==> src/daic_pkg.sv <==
`timescale 1ns / 1ps
// Shared types, widths and reset constants for the dual-axis IIR compensator.
// No dependencies; every other file imports this package.
package daic_pkg;

	localparam int unsigned FILTER_ORDER_DEF = 3;
	localparam int unsigned MAX_ORDER        = 8;

	localparam int unsigned POS_W      = 16;
	localparam int unsigned ERR_W      = 17;
	localparam int unsigned COEF_W     = 24;
	localparam int unsigned ANG_W      = 32;
	localparam int unsigned CFG_DATA_W = 32;
	localparam int unsigned PROD_W     = COEF_W + ANG_W;
	localparam int unsigned ACC_W      = 64;
	localparam int unsigned NUM_SHIFT  = 8;
	localparam int unsigned FRAC_SHIFT = 21;
	localparam int unsigned OQ_DEPTH   = 2;

	typedef logic signed [POS_W-1:0]  pos_t;
	typedef logic signed [ERR_W-1:0]  err_t;
	typedef logic signed [COEF_W-1:0] coef_t;
	typedef logic signed [ANG_W-1:0]  ang_t;
	typedef logic signed [ACC_W-1:0]  acc_t;

	typedef enum logic [1:0] {
		MODE_SAMPLE,
		MODE_TICK,
		MODE_START,
		MODE_STOP
	} mode_t;

	typedef struct packed {
		logic angles_valid;
		logic abort;
		logic running;
	} status_t;

	typedef struct packed {
		logic done;
		ang_t value;
	} lane_res_t;

	localparam ang_t ANG_MAX  = 32'sh7FFF_FFFF;
	localparam ang_t ANG_MIN  = 32'sh8000_0000;
	localparam acc_t RND_HALF = 64'sd1 <<< (FRAC_SHIFT - 1);

	localparam logic [31:0] LIMIT_RESET = 32'd671089;

	// numerator taps 0..MAX_ORDER, denominator taps 1..MAX_ORDER
	localparam coef_t NUM_RESET [MAX_ORDER+1] = '{
		-24'sd41608, -24'sd41817, 24'sd41230, 24'sd41419,
		24'sd0, 24'sd0, 24'sd0, 24'sd0, 24'sd0
	};
	localparam coef_t DEN_RESET [MAX_ORDER] = '{
		-24'sd5305795, 24'sd4475322, -24'sd1257872,
		24'sd0, 24'sd0, 24'sd0, 24'sd0, 24'sd0
	};

endpackage

==> src/daic_lane.sv <==
`timescale 1ns / 1ps
// One axis of the compensator: error/output histories and a shared
// multiply-accumulate that walks the filter taps one product per cycle. Uses daic_pkg.
module daic_lane #(
	parameter int unsigned FILTER_ORDER = daic_pkg::FILTER_ORDER_DEF
) (
	input  logic               clk,
	input  logic               arst_n,
	input  logic               start,
	input  daic_pkg::err_t     err,
	input  daic_pkg::coef_t    num_coef [FILTER_ORDER+1],
	input  daic_pkg::coef_t    den_coef [FILTER_ORDER],
	output daic_pkg::lane_res_t res
);
	import daic_pkg::*;

	localparam int unsigned TERMS  = 2 * FILTER_ORDER + 1;
	localparam int unsigned IDX_W  = $clog2(TERMS);
	localparam int unsigned NUM_IW = $clog2(FILTER_ORDER + 1);
	localparam int unsigned DEN_IW = (FILTER_ORDER > 1) ? $clog2(FILTER_ORDER) : 1;

	err_t             err_hist_q [FILTER_ORDER+1];
	ang_t             out_hist_q [FILTER_ORDER];
	logic [IDX_W-1:0] idx_q;
	logic             mac_act_q;
	logic             prod_vld_s1;
	logic             prod_last_s1;
	logic             prod_sub_s1;
	acc_t             prod_s1;
	acc_t             acc_q;
	logic             sum_vld_s2;
	logic             done_q;
	ang_t             res_q;

	logic                     is_num;
	logic [IDX_W-1:0]         den_idx;
	coef_t                    coef_sel;
	ang_t                     opnd_sel;
	logic signed [PROD_W-1:0] mul;
	acc_t                     mul_ext;
	acc_t                     rnd;
	acc_t                     shr;
	ang_t                     sat;

	// tap select: numerator taps first, then denominator taps
	always_comb begin
		is_num  = idx_q < IDX_W'(FILTER_ORDER + 1);
		den_idx = idx_q - IDX_W'(FILTER_ORDER + 1);
		if (is_num) begin
			coef_sel = num_coef[idx_q[NUM_IW-1:0]];
			opnd_sel = {{(ANG_W-ERR_W){err_hist_q[idx_q[NUM_IW-1:0]][ERR_W-1]}},
				err_hist_q[idx_q[NUM_IW-1:0]]};
		end else begin
			coef_sel = den_coef[den_idx[DEN_IW-1:0]];
			opnd_sel = out_hist_q[den_idx[DEN_IW-1:0]];
		end
		mul     = coef_sel * opnd_sel;
		mul_ext = {{(ACC_W-PROD_W){mul[PROD_W-1]}}, mul};
	end

	// round half up, floor shift, clamp to 32 bits
	always_comb begin
		rnd = acc_q + RND_HALF;
		shr = rnd >>> FRAC_SHIFT;
		if (!shr[ACC_W-1] && (|shr[ACC_W-2:ANG_W-1])) begin
			sat = ANG_MAX;
		end else if (shr[ACC_W-1] && !(&shr[ACC_W-2:ANG_W-1])) begin
			sat = ANG_MIN;
		end else begin
			sat = shr[ANG_W-1:0];
		end
	end

	always_ff @(posedge clk or negedge arst_n) begin
		if (!arst_n) begin
			for (int k = 0; k < FILTER_ORDER + 1; k++) err_hist_q[k] <= '0;
			for (int k = 0; k < FILTER_ORDER; k++) out_hist_q[k] <= '0;
			idx_q        <= '0;
			mac_act_q    <= 1'b0;
			prod_vld_s1  <= 1'b0;
			prod_last_s1 <= 1'b0;
			sum_vld_s2   <= 1'b0;
			done_q       <= 1'b0;
		end else begin
			if (start) begin
				for (int k = FILTER_ORDER; k > 0; k--) err_hist_q[k] <= err_hist_q[k-1];
				err_hist_q[0] <= err;
				idx_q         <= '0;
				mac_act_q     <= 1'b1;
			end else if (mac_act_q) begin
				idx_q <= idx_q + 1'b1;
				if (idx_q == IDX_W'(TERMS - 1)) begin
					mac_act_q <= 1'b0;
				end
			end
			prod_vld_s1  <= mac_act_q;
			prod_last_s1 <= mac_act_q && (idx_q == IDX_W'(TERMS - 1));
			sum_vld_s2   <= prod_vld_s1 && prod_last_s1;
			done_q       <= sum_vld_s2;
			if (sum_vld_s2) begin
				for (int k = FILTER_ORDER - 1; k > 0; k--) out_hist_q[k] <= out_hist_q[k-1];
				out_hist_q[0] <= sat;
			end
		end
	end

	always_ff @(posedge clk) begin
		prod_sub_s1 <= !is_num;
		prod_s1     <= is_num ? (mul_ext <<< NUM_SHIFT) : mul_ext;
		if (start) begin
			acc_q <= '0;
		end else if (prod_vld_s1) begin
			acc_q <= prod_sub_s1 ? (acc_q - prod_s1) : (acc_q + prod_s1);
		end
		if (sum_vld_s2) begin
			res_q <= sat;
		end
	end

	assign res.done  = done_q;
	assign res.value = res_q;

endmodule

==> config.mk <==
export PLATFORM = sky130hd
export DESIGN_NAME = daic_lane
export DESIGN_NICKNAME = d
export VERILOG_FILES = /design/src/daic_pkg.sv /design/src/daic_lane.sv
export SDC_FILE = /design/constraint.sdc
export NUM_CORES = 2
export LEC_CHECK = 0
export ABC_AREA = 1
export BUFFER_PORTS_ARGS = -buffer_cell sky130_fd_sc_hd__buf_2
export CORE_MARGIN = 5
export CORE_UTILIZATION = 40
export CTS_CLUSTER_DIAMETER = 100
export DETAILED_ROUTE_END_ITERATION = 8
export GPL_TIMING_DRIVEN = 0
export PLACE_DENSITY_LB_ADDON = 0.2
export SLEW_MARGIN = 20
export SYNTH_ARGS = -nofsm -noshare
export SYNTH_HDL_FRONTEND = slang
export SYNTH_SLANG_ARGS = --single-unit
==> constraint.sdc <==
create_clock -name clk -period 12.7 [get_ports clk]
set_input_delay 2.54 -clock clk [delete_from_list [all_inputs] [get_ports clk]]
set_output_delay 2.54 -clock clk [all_outputs]
set_load 0.02 [all_outputs]
==> results.cfg <==
[finish]
syn2layout_area_growth_pct = 9.425
area.sequential_um2 = 7849
filler_cell_count = 13260
fin_nets = 8477
share_of_final_layout_standard_cells_stronger_than_drive_strength_1_pct = 5.575
multi_input_area_um2 = 36050

[setup_path]
critPathMaxFanout = 10
max_stage_delay_ns = 0.80
critPathSlowestCell = nor2_2
worstReg2RegEnd = prod_s1[57]
required_ns = 13.18
regToRegStartpoint = idx_q[1]
r2r_setup_slack_ns = 1.47
worst-r2r-cell-count = 33
launching_element_type_of_the_critical_path = flip-flop
path_class = flip-flop to flip-flop
critical_path_arrival_ns = 11.71
critPathCaptureType = flip-flop

[worst_hold_path]
min_delay_worst_endpoint = prod_sub_s1
timing.hold.worst.class = flip-flop to flip-flop
min_path_cells = 0
worstHoldStart = idx_q[2]

[run]
timing.max_cap.violations = 0

[synthesis]
postSynth.topFlopCell = dfrtp_1
syn_area_um2 = 50470
synth_edf_count = 32
synth.yosys.seq_area_share_pct = 15.55
synth_xor_xnor_area_share_pct = 2.586
yosys_warnings = 0
synth_mux_area_share_pct = 0.07933
area_share_of_fa_ha_maj_cells_after_synthesis_pct = 36.47
post_synth_top_area_share_pct = 31.10
synth_compound_area_share_pct = 8.664
number_of_instances_in_the_synthesized_netlist = 7020
synth-simple-area-share_pct = 23.55
post-synth-top-area-cell = fa_1
synth_commonest_cells = nand2_1, inv_1, nor2_1
ys_ff_latch = 333
synth.net_count = 8209
ys_top_cells_by_area = fa_1, nand2_1, inv_1
postSynthAreaPerCell_um2 = 7.190
ys_types = 48
largest_family_of_logic_cells_by_synthesized_area = adder cells
synth_async_sr_flop_share_pct = 51.65
synthMostInstantiatedCell = nand2_1

[route]
postRouteAntennaNets = 0
avgViaCountPerCell = 5.309
detailedRoute.firstPassIterationCount = 8
totalWireLength_um = 213500
routed-via-count = 47640
drt_drc_violations_left = 0
dr.first_iter.drc_count = 4438
post_drt_wl_per_cell_um = 23.79

[status]
result_of_the_run = complete, no violations

[global_route]
grt_start_max_net_pins = 91
total_track_usage_pct = 31.71
first_global_vias = 48040
gr_ovfl_total = 0
grt_first_pass_wirelength_um = 311600
antenna_found_initial = 11

[floorplan]
core_area_um2 = 125600
start_util_pct = 40.20
top_level_ports = 221
floorplan.die_area_um2 = 133400
rows = 130
die_w_um = 365.2
die-height_um = 365.2

[place]
port_buffers = 219
final_hpwl_from_detailed_placement_um = 183000
gp_congestion = 1.005

[cts]
cts.path.max_buffers = 3
cts.root.buffer_cell = clkbuf_16
cts.repair_timing.setup_buffer_count = 0
cts_htree_levels = 2
cts_buffers = 40
cts_tree = built
clock_insertion_delay_worst_skew_ns = 0.59
ctsHoldBuffers = 0
numClockSinks = 333
cts-resized-gates = 0
clock_slew_seen_by_the_registers_of_the_worst_setup_and_hold_paths_ns = 0.06

[timing]
fmaxAchievable_mhz = 89.02
worst_slew_pin_slew_ns = 1.285
grt_setup_unrepaired = no
timing.final.crit_period_ns = 11.23
min_period_over_period_pct = 88.45
final_total_negative_setup_slack_ns = 0
hold_viol_final = 0
clock-skew-final_ns = 0.04819
final-max-slew-violation-count = 0
report.final.setup_viol = 0
maxSlewHeadroom_pct = 14.34
[per-stage QoR]
| stage | area, um^2 | hold WS (ns) | worst slack (ns) | instances | util (%) |
|---|---|---|---|---|---|
| finish | 55230 | 0.3611 | 1.466 | 8972 | 43.98 |
| global route | 55230 | 0.3906 | 0.9751 | 8970 | 43.98 |
| CTS | 55220 | 0.3707 | 1.561 | 8968 | 43.97 |
| detailed placement | 53790 | 0.3810 | 0.9516 | 8896 | 42.84 |
| global placement | 53630 | 0.3748 | 1.014 | 8889 | 42.71 |
| floorplan | 50470 | 0.3454 | 3.312 | 7020 | - |
[cell usage in the layout, fill, tap and decap left out, drive strengths merged, types with 53 or more instances in the layout]
master  instances
nand2        1780
inv          1473
nor2          836
fa            784
o21ai         449
buf           307
clkbuf        240
ha            217
a21oi         215
nand3         198
dfrtp         172
dfxtp         129
xor2          114
o22ai          56
nand4          53
[cells by family after synthesis]
logic type | after synthesis
compound gates | 815
xor+xnor | 149
fa+ha+maj | 1001
buf+inv | 1738
flops | 333
mux | 4
simple gates | 2980
[sequential cells by signal, indices dropped and copies added, names as in the netlist]
name          cells
sum_vld_s2        1
prod_last_s1      1
out_hist_q       96
mac_act_q         1
err_hist_q       68
acc_q            64
prod_s1          64
done_q            1
prod_sub_s1       1
res_q            32
idx_q             3
prod_vld_s1       1
[worst max-delay path, delay by kind of cell, from the launching register on]
family	cells	cell delay, ns
AO/OA/AOI/OAI	1	0.12
adder cells (fa/ha/maj)	8	4.45
buffers and inverters	10	2.32
flip-flops	1	0.57
AND/OR/NAND/NOR	14	3.63
[layout make-up]
class | count | area share [%]
multi-input combinational | 4949 | 65.28
sequential | 333 | 14.21
inverter | 1473 | 10.01
tap | 1650 | 3.738
timing repair buffer | 226 | 2.204
clock buffer | 56 | 2.102
buffer | 265 | 1.957
clock inverter | 16 | 0.4780
antenna | 4 | 0.01812
[worst max-delay path by stage]
| stage | startpoint | end | slack [ns] | cells past startpoint |
|---|---|---|---|---|
| 2_1_floorplan | num_coef[24] | prod_s1[55] | 3.31 | 30 |
| 3_3_place_gp | den_coef[48] | prod_s1[61] | 1.01 | 31 |
| 3_5_place_dp | num_coef[24] | prod_s1[61] | 0.95 | 31 |
| 4_1_cts | num_coef[48] | prod_s1[61] | 1.56 | 31 |
| 5_1_grt | num_coef[24] | prod_s1[61] | 0.98 | 31 |
| 6_report | idx_q[1] | prod_s1[57] | 1.47 | 33 |
[routing by layer]
metal	global-route usage, %	share of wire, %	up-vias
li1	-	-	21620
met1	41.83	41	23550
met2	51.92	46	2058
met3	5.119	7.8	414
met4	13.62	5.3	4
met5	0	0.011	-
Power is not shown: default switching activity piles up to over one toggle a cycle in this logic, so the estimate is an artifact.
