--- config.mk ---
export PLATFORM = sky130hd
export DESIGN_NAME = daic_merge
export DESIGN_NICKNAME = d
export VERILOG_FILES = /design/src/daic_pkg.sv /design/src/daic_merge.sv
export SDC_FILE = /design/constraint.sdc
export NUM_CORES = 1
export LEC_CHECK = 0
export ABC_AREA = 1
export BUFFER_PORTS_ARGS = -buffer_cell sky130_fd_sc_hd__buf_2
export CAP_MARGIN = 10
export CORE_AREA = 2 2 115 117
export DETAILED_ROUTE_END_ITERATION = 6
export DIE_AREA = 0 0 117 119
export HOLD_SLACK_MARGIN = 0.12
export PLACE_DENSITY = 0.74
export SYNTH_ARGS = -nofsm -noshare
export SYNTH_HDL_FRONTEND = slang
export SYNTH_SLANG_ARGS = --single-unit
--- constraint.sdc ---
create_clock -name clk -period 9.4 [get_ports clk]
set_input_delay 0.47 -clock clk [delete_from_list [all_inputs] [get_ports clk]]
set_output_delay 0.47 -clock clk [all_outputs]
set_load 0.03 [all_outputs]
--- src/daic_pkg.sv ---
`timescale 1ns / 1ps
// Shared types, widths and reset constants for the dual-axis IIR compensator.
// No dependencies; every other file imports this package.
package daic_pkg;

	localparam int unsigned FILTER_ORDER_DEF = 3;
	localparam int unsigned MAX_ORDER        = 8;

	localparam int unsigned POS_W      = 16;
	localparam int unsigned ERR_W      = 17;
	localparam int unsigned COEF_W     = 24;
	localparam int unsigned ANG_W      = 32;
	localparam int unsigned CFG_DATA_W = 32;
	localparam int unsigned PROD_W     = COEF_W + ANG_W;
	localparam int unsigned ACC_W      = 64;
	localparam int unsigned NUM_SHIFT  = 8;
	localparam int unsigned FRAC_SHIFT = 21;
	localparam int unsigned OQ_DEPTH   = 2;

	typedef logic signed [POS_W-1:0]  pos_t;
	typedef logic signed [ERR_W-1:0]  err_t;
	typedef logic signed [COEF_W-1:0] coef_t;
	typedef logic signed [ANG_W-1:0]  ang_t;
	typedef logic signed [ACC_W-1:0]  acc_t;

	typedef enum logic [1:0] {
		MODE_SAMPLE,
		MODE_TICK,
		MODE_START,
		MODE_STOP
	} mode_t;

	typedef struct packed {
		logic angles_valid;
		logic abort;
		logic running;
	} status_t;

	typedef struct packed {
		logic done;
		ang_t value;
	} lane_res_t;

	localparam ang_t ANG_MAX  = 32'sh7FFF_FFFF;
	localparam ang_t ANG_MIN  = 32'sh8000_0000;
	localparam acc_t RND_HALF = 64'sd1 <<< (FRAC_SHIFT - 1);

	localparam logic [31:0] LIMIT_RESET = 32'd671089;

	// numerator taps 0..MAX_ORDER, denominator taps 1..MAX_ORDER
	localparam coef_t NUM_RESET [MAX_ORDER+1] = '{
		-24'sd41608, -24'sd41817, 24'sd41230, 24'sd41419,
		24'sd0, 24'sd0, 24'sd0, 24'sd0, 24'sd0
	};
	localparam coef_t DEN_RESET [MAX_ORDER] = '{
		-24'sd5305795, 24'sd4475322, -24'sd1257872,
		24'sd0, 24'sd0, 24'sd0, 24'sd0, 24'sd0
	};

endpackage

--- src/daic_merge.sv ---
`timescale 1ns / 1ps
// Merging stage: joins the two lane results with the item status and
// queues finished beats for the output channel. Uses daic_pkg.
module daic_merge (
	input  logic              clk,
	input  logic              arst_n,
	input  logic              push,
	input  daic_pkg::status_t push_st,
	input  daic_pkg::ang_t    lane_y_val,
	input  daic_pkg::ang_t    lane_z_val,
	output logic              full,
	output logic              out_valid,
	input  logic              out_ready,
	output daic_pkg::ang_t    angle_about_y,
	output daic_pkg::ang_t    angle_about_z,
	output daic_pkg::status_t out_st
);
	import daic_pkg::*;

	localparam int unsigned PTR_W = $clog2(OQ_DEPTH);
	localparam int unsigned CNT_W = $clog2(OQ_DEPTH + 1);

	typedef struct packed {
		ang_t    ay;
		ang_t    az;
		status_t st;
	} beat_t;

	beat_t            ent_q [OQ_DEPTH];
	logic [PTR_W-1:0] wr_ptr_q;
	logic [PTR_W-1:0] rd_ptr_q;
	logic [CNT_W-1:0] cnt_q;
	beat_t            beat;
	logic             pop;

	// z lane drives the angle about y, y lane the angle about z
	always_comb begin
		beat.st = push_st;
		beat.ay = push_st.angles_valid ? lane_z_val : '0;
		beat.az = push_st.angles_valid ? lane_y_val : '0;
	end

	assign pop       = out_valid && out_ready;
	assign full      = cnt_q == CNT_W'(OQ_DEPTH);
	assign out_valid = cnt_q != '0;

	always_ff @(posedge clk or negedge arst_n) begin
		if (!arst_n) begin
			wr_ptr_q <= '0;
			rd_ptr_q <= '0;
			cnt_q    <= '0;
		end else begin
			if (push) begin
				wr_ptr_q <= (wr_ptr_q == PTR_W'(OQ_DEPTH - 1)) ? '0 : wr_ptr_q + 1'b1;
			end
			if (pop) begin
				rd_ptr_q <= (rd_ptr_q == PTR_W'(OQ_DEPTH - 1)) ? '0 : rd_ptr_q + 1'b1;
			end
			if (push && !pop) begin
				cnt_q <= cnt_q + 1'b1;
			end else if (pop && !push) begin
				cnt_q <= cnt_q - 1'b1;
			end
		end
	end

	always_ff @(posedge clk) begin
		if (push) begin
			ent_q[wr_ptr_q] <= beat;
		end
	end

	assign angle_about_y = ent_q[rd_ptr_q].ay;
	assign angle_about_z = ent_q[rd_ptr_q].az;
	assign out_st        = ent_q[rd_ptr_q].st;

endmodule

==> qor.csv, run 1 <==
metric,value,unit
avgSynthCellArea,10.9,um^2
vias_per_cell,4.38,
fp.dieW,117,um
synth_seq_area_share,73.5,%
grt_start_max_net_pins,69,
setup-tns-final,0,ns
drtIter0Drc,210,
grt_pass1_vias,3797,
synth_top_area_share,71.7,%
grt_antenna_before_repair,0,
final_cells,842,
crit_arrival,1.88,ns
clk_pin_slew,0.06,ns
netlist_area,5610,um^2
post_cts_resize_count,0,
worst_skew_pair.late_latency,0.41,ns
hold_viol,0,
fin_nets,726,
fin_crit,2.35,ns
synthToLayoutAreaGrowth,25.3,%
crit_path_start,rd_ptr_q,
dieHeight,119,um
r2r-start,wr_ptr_q,
ys_seq_elements,138,
grt_pass1_wl,17.4,mm
fin_crit_sh,25.0,%
max_slew_margin,21.8,%
leakagePower,3.51,nW
clock_path_buffers,2,
worstHoldPathType,input pin to register,
cts_root_buf,clkbuf_16,
setup_violations,0,
required,8.93,ns
ioPinCount,140,
grt_usage,16.3,%
overflow,0,
coreArea,12900,um^2
power_per_cell_area,334,nW/um^2
worstPathMaxFanout,40,
tightest_slew,1.17,ns
clkSinkCount,138,
drt-pass1-iter-count,4,
final_area,7030,um^2
synth_nets,585,
peakVddDrop,0.262,mV
cts_tree,yes,
drv_slew,0,
startpoint_type,register,
dp_hpwl,6.66,mm
synth_largest_area_cell,edfxtp_1,
cp-end-kind,output pin,
rows,42,
gp_congestion,0.741,
min_from,push_st[0],
dp_cells,809,
start_util,43.6,%
place_area,6420,um^2
antennaDiodeCount,0,
rsz0062_at_grt,no,
reg2regPathDepth,2,
die_area,13900,um^2
drt-total-wl,11.0,mm
drcViolationCount,0,
vias,3689,
synth_cell_types,14,
ant_nets,0,
critPathKind,register to output pin,
fmax,426,MHz
drive_above_1_share,26.3,%
synth_cells,513,
outcome,completed,
maxCapViolations,0,
htree_num_levels,4,
synthTopCellsByArea,"edfxtp_1, nand2_1, inv_1, dfrtp_1, buf_2",
wire_per_inst,13.0,um
cts-buffers-inserted,17,
finClkSkew,0.00546,ns
hold-path-cell-count,1,
ys.warnings.count,0,
portBuffers,139,
## flip-flops by register name (all words and copies together) (netlist names)
signal / flops
ent_q: 134
cnt_q: 2
rd_ptr_q: 1
wr_ptr_q: 1
## synth_stat cells
master / count
nand2_1: 274
edfxtp_1: 134
inv_1: 70
buf_2: 16
buf_6: 4
dfrtp_1: 4
buf_4: 2
nand3_1: 2
nor2_1: 2
ha_1: 1
inv_2: 1
nand4_1: 1
xnor2_1: 1
xor2_1: 1
## per-layer routing
metal	vias up	track usage, %	wire length (um)
li1	1888	-	-
met1	1693	21.1	4880
met2	97	26.3	5430
met3	11	4.99	549
met4	0	5.51	97
met5	-	0	0
## timing repair
| item | 4_1_cts | 5_1_grt |
|---|---|---|
| hold endpoints to repair | 4 | 0 |
| setup buffers | 0 | 0 |
| setup endpoints to repair | 0 | 0 |
| hold buffers | 1 | 0 |
## worst max-delay path: stages (launching register included)
cell	delay (ns)
dfrtp_2	0.41
inv_2	0.40
buf_12	0.28
nand2_1	0.07
nand2_1	0.11
buf_2	0.21
## final timing paths
kind / end / slack [ns]
max in group asynchronous: rd_ptr_q / 8.87
setup reg to reg: ent_q[0][0] / 7.27
hold reg to reg: cnt_q[1] / 0.50
min in group asynchronous: cnt_q[0] / 0.39
setup / recovery: angle_about_y[12] / 7.05
hold / removal: ent_q[0][0] / 0.26
## through the flow
stage	utilization (%)	hold slack, ns	power (W)	worst slack [ns]
finish	54.6	0.261	0.00235	7.05
global route	54.6	0.242	0.00247	6.90
CTS	54.5	0.236	0.00237	6.71
detailed placement	49.9	0.283	0.00171	7.01
global placement	49.9	0.277	0.00169	7.06
floorplan	-	0.174	0.00148	5.59
## logic make-up (layout without fill, tap and decap cells)
family,after synthesis,after routing,synth area share [%]
and+or+nand+nor,279,279,18.7
buffers and inverters,93,246,7.24
DFF,138,138,73.5
xor gates and xnor gates,2,2,0.312
adders and majority gates,1,1,0.223
## power breakdown
part	internal (W)	switching [W]
Clock	0.000414	0.000247
Combinational	0.000199	0.000627
Sequential	0.000826	0.0000335
## cell usage in the layout, fill, tap and decap left out, drive strengths merged
cell	Yosys	layout
nand2	274	274
nand3	2	2
buf	22	143
nand4	1	1
clkbuf	0	19
nor2	2	2
clkinv	0	5
xor2	1	1
inv	71	71
edfxtp	134	134
xnor2	1	1
bufinv	0	3
ha	1	1
clkinvlp	0	4
dfrtp	4	4
dlygate4sd3	0	1
## layout make-up
class                      instances  area (um^2)
fill                            1118         5840
clock buffer                      19          433
sequential                       138         4130
clock inverter                    12          151
tap                              176          220
inverter                          71          267
timing repair buffer             144          748
multi-input combinational        282         1090
(Power assumes the default switching activity.)
==> inputs of run 2 (changes only) <==
==> constraint.sdc (replaced) <==
create_clock -name clk -period 2.35 [get_ports clk]
set_input_delay 0.1175 -clock clk [delete_from_list [all_inputs] [get_ports clk]]
set_output_delay 0.1175 -clock clk [all_outputs]
set_load 0.03 [all_outputs]
==> qor.csv, run 2 (synthesis results as in run 1) <==
metric,value,unit,change
rsz0062_at_grt,no,,
required,2.23,ns,-6.70 ns
post_cts_resize_count,0,,unchanged
setup_ws,0.382,ns,-6.67 ns
holdBufCountCts,70,,+69
dieHeight,119,um,unchanged
outcome,completed,,
power_per_cell_area,1230,nW/um^2,+270%
drv_slew,0,,unchanged
peakVddDrop,0.728,mV,+180%
finClkSkew,0.00631,ns,+0.000848 ns
gp_congestion,0.722,,-2.6%
reg.largest.list,"ent_q (134), cnt_q (2)",,
dp_hpwl,6.90,mm,+3.7%
worstHoldPathType,input pin to register,,
top_register,ent_q,,
multi_input_area,1090,um^2,unchanged
largest_reg_flops,134,,unchanged
clkPwrFrac,28.5,%,+0.3 points
ant_nets,0,,unchanged
critPathKind,register to output pin,,
place_area,6480,um^2,+0.97%
fp.dieW,117,um,unchanged
vias,4077,,+11%
fin_crit_sh,83.7,%,
drt-pass1-iter-count,5,,+1
final_util,60.5,%,+5.9 points
htree_num_levels,4,,unchanged
drtIter0Drc,243,,+16%
cts_root_buf,clkbuf_16,,
ioPinCount,140,,unchanged
setup_violations,0,,unchanged
fmax,508,MHz,
crit_arrival,1.85,ns,-0.03 ns
nFillCells,1019,,-8.9%
final_area,7790,um^2,+11%
p_comb_share,35.7,%,+0.5 points
leakagePower,3.84,nW,+9.4%
hold-path-cell-count,1,,unchanged
vias_per_cell,4.45,,+1.6%
start_util,43.6,%,unchanged
fin_nets,799,,+10%
grt_antenna_before_repair,0,,unchanged
overflow,0,,unchanged
tightest_slew,0.719,ns,-0.454 ns
max_slew_margin,52.0,%,+30 points
clk_pin_slew,0.06,ns,about the same
grt_pass1_wl,18.9,mm,+8.5%
clock_path_buffers,2,,unchanged
grt_start_max_net_pins,69,,unchanged
regArea,4130,um^2,unchanged
cts_tree,yes,,
layout_commonest_cell,nand2_1,,
drive_above_1_share,24.3,%,-2.0 points
wire_per_inst,13.1,um,+0.51%
p_switching,0.00364,W,+300%
hold_viol,0,,unchanged
maxCapViolations,0,,unchanged
fin_crit,1.97,ns,
power.total,0.00961,W,+310%
worst_skew_pair.late_latency,0.41,ns,about the same
worstPathMaxFanout,68,,+70%
cts-buffers-inserted,17,,unchanged
clkSinkCount,138,,unchanged
drcViolationCount,0,,unchanged
setup-tns-final,0,ns,unchanged
startpoint_type,register,,
portBuffers,139,,unchanged
internal_power,0.00596,W,+310%
dpl_worst_slack,0.809,ns,-6.20 ns
reg2regPathDepth,2,,unchanged
coreArea,12900,um^2,unchanged
drt-total-wl,12.0,mm,+9.3%
grt_pass1_vias,4134,,+8.9%
antennaDiodeCount,0,,unchanged
die_area,13900,um^2,unchanged
rows,42,,unchanged
synthToLayoutAreaGrowth,38.8,%,
grt_usage,18.0,%,+1.7 points
final_cell_mix,"nand2_1, buf_2, edfxtp_1",,
seq_power_share,35.8,%,-0.8 points
post_cts_buffers,0,,unchanged
swShare,37.9,%,-0.76 points
cp-end-kind,output pin,,
==> run 2: per-stage QoR <==
step	hold WS, ns	cells
2_1_floorplan	-0.178	513
3_3_place_gp	-0.0692	814
3_5_place_dp	-0.0683	814
4_1_cts	0.244	916
5_1_grt	0.262	916
6_report	0.250	916
==> run 2: worst paths after layout <==
kind	startpoint	endpoint	slack, ns
worst max-delay path	rd_ptr_q	out_st[2]	0.38
worst min-delay path	push_st[2]	ent_q[0][2]	0.25
worst max register to register	wr_ptr_q	ent_q[0][23]	0.88
worst min register to register	cnt_q[1]	cnt_q[1]	0.51
max in group asynchronous	arst_n	rd_ptr_q	1.54
min in group asynchronous	arst_n	cnt_q[1]	0.61
==> run 2: per-layer routing <==
metal  GRT usage, %  vias to the layer above  part of all wire, %
li1               -                     2028                    -
met2           32.0                      121                   53
met3           4.83                       13                  4.6
met5              0                        -                    0
met1           20.2                     1915                   41
met4           7.43                        0                  1.3
==> run 2: area by class of cell <==
cell class	count	share of cell area [%]
Tap cell	176	2.83
Clock buffer	19	5.56
Inverter	71	3.42
Clock inverter	13	2.25
Multi-Input combinational cell	282	14.0
Timing Repair Buffer	217	19.0
Sequential cell	138	52.9
==> run 2: critical path, stage by stage (launching register included) <==
cell     delay [ns]
dfrtp_2        0.36
buf_4          0.58
nand2_1        0.14
nand2_1        0.13
buf_2          0.20
==> run 2: power by group through the flow <==
| stage | logic (W) | registers (W) | clock network (W) |
|---|---|---|---|
| floorplan | 0.00243 | 0.00346 | 0 |
| global placement | 0.00333 | 0.00347 | 0 |
| detailed placement | 0.00337 | 0.00349 | 0 |
| CTS | 0.00347 | 0.00344 | 0.00277 |
| global route | 0.00373 | 0.00348 | 0.00289 |
| finish | 0.00343 | 0.00344 | 0.00274 |
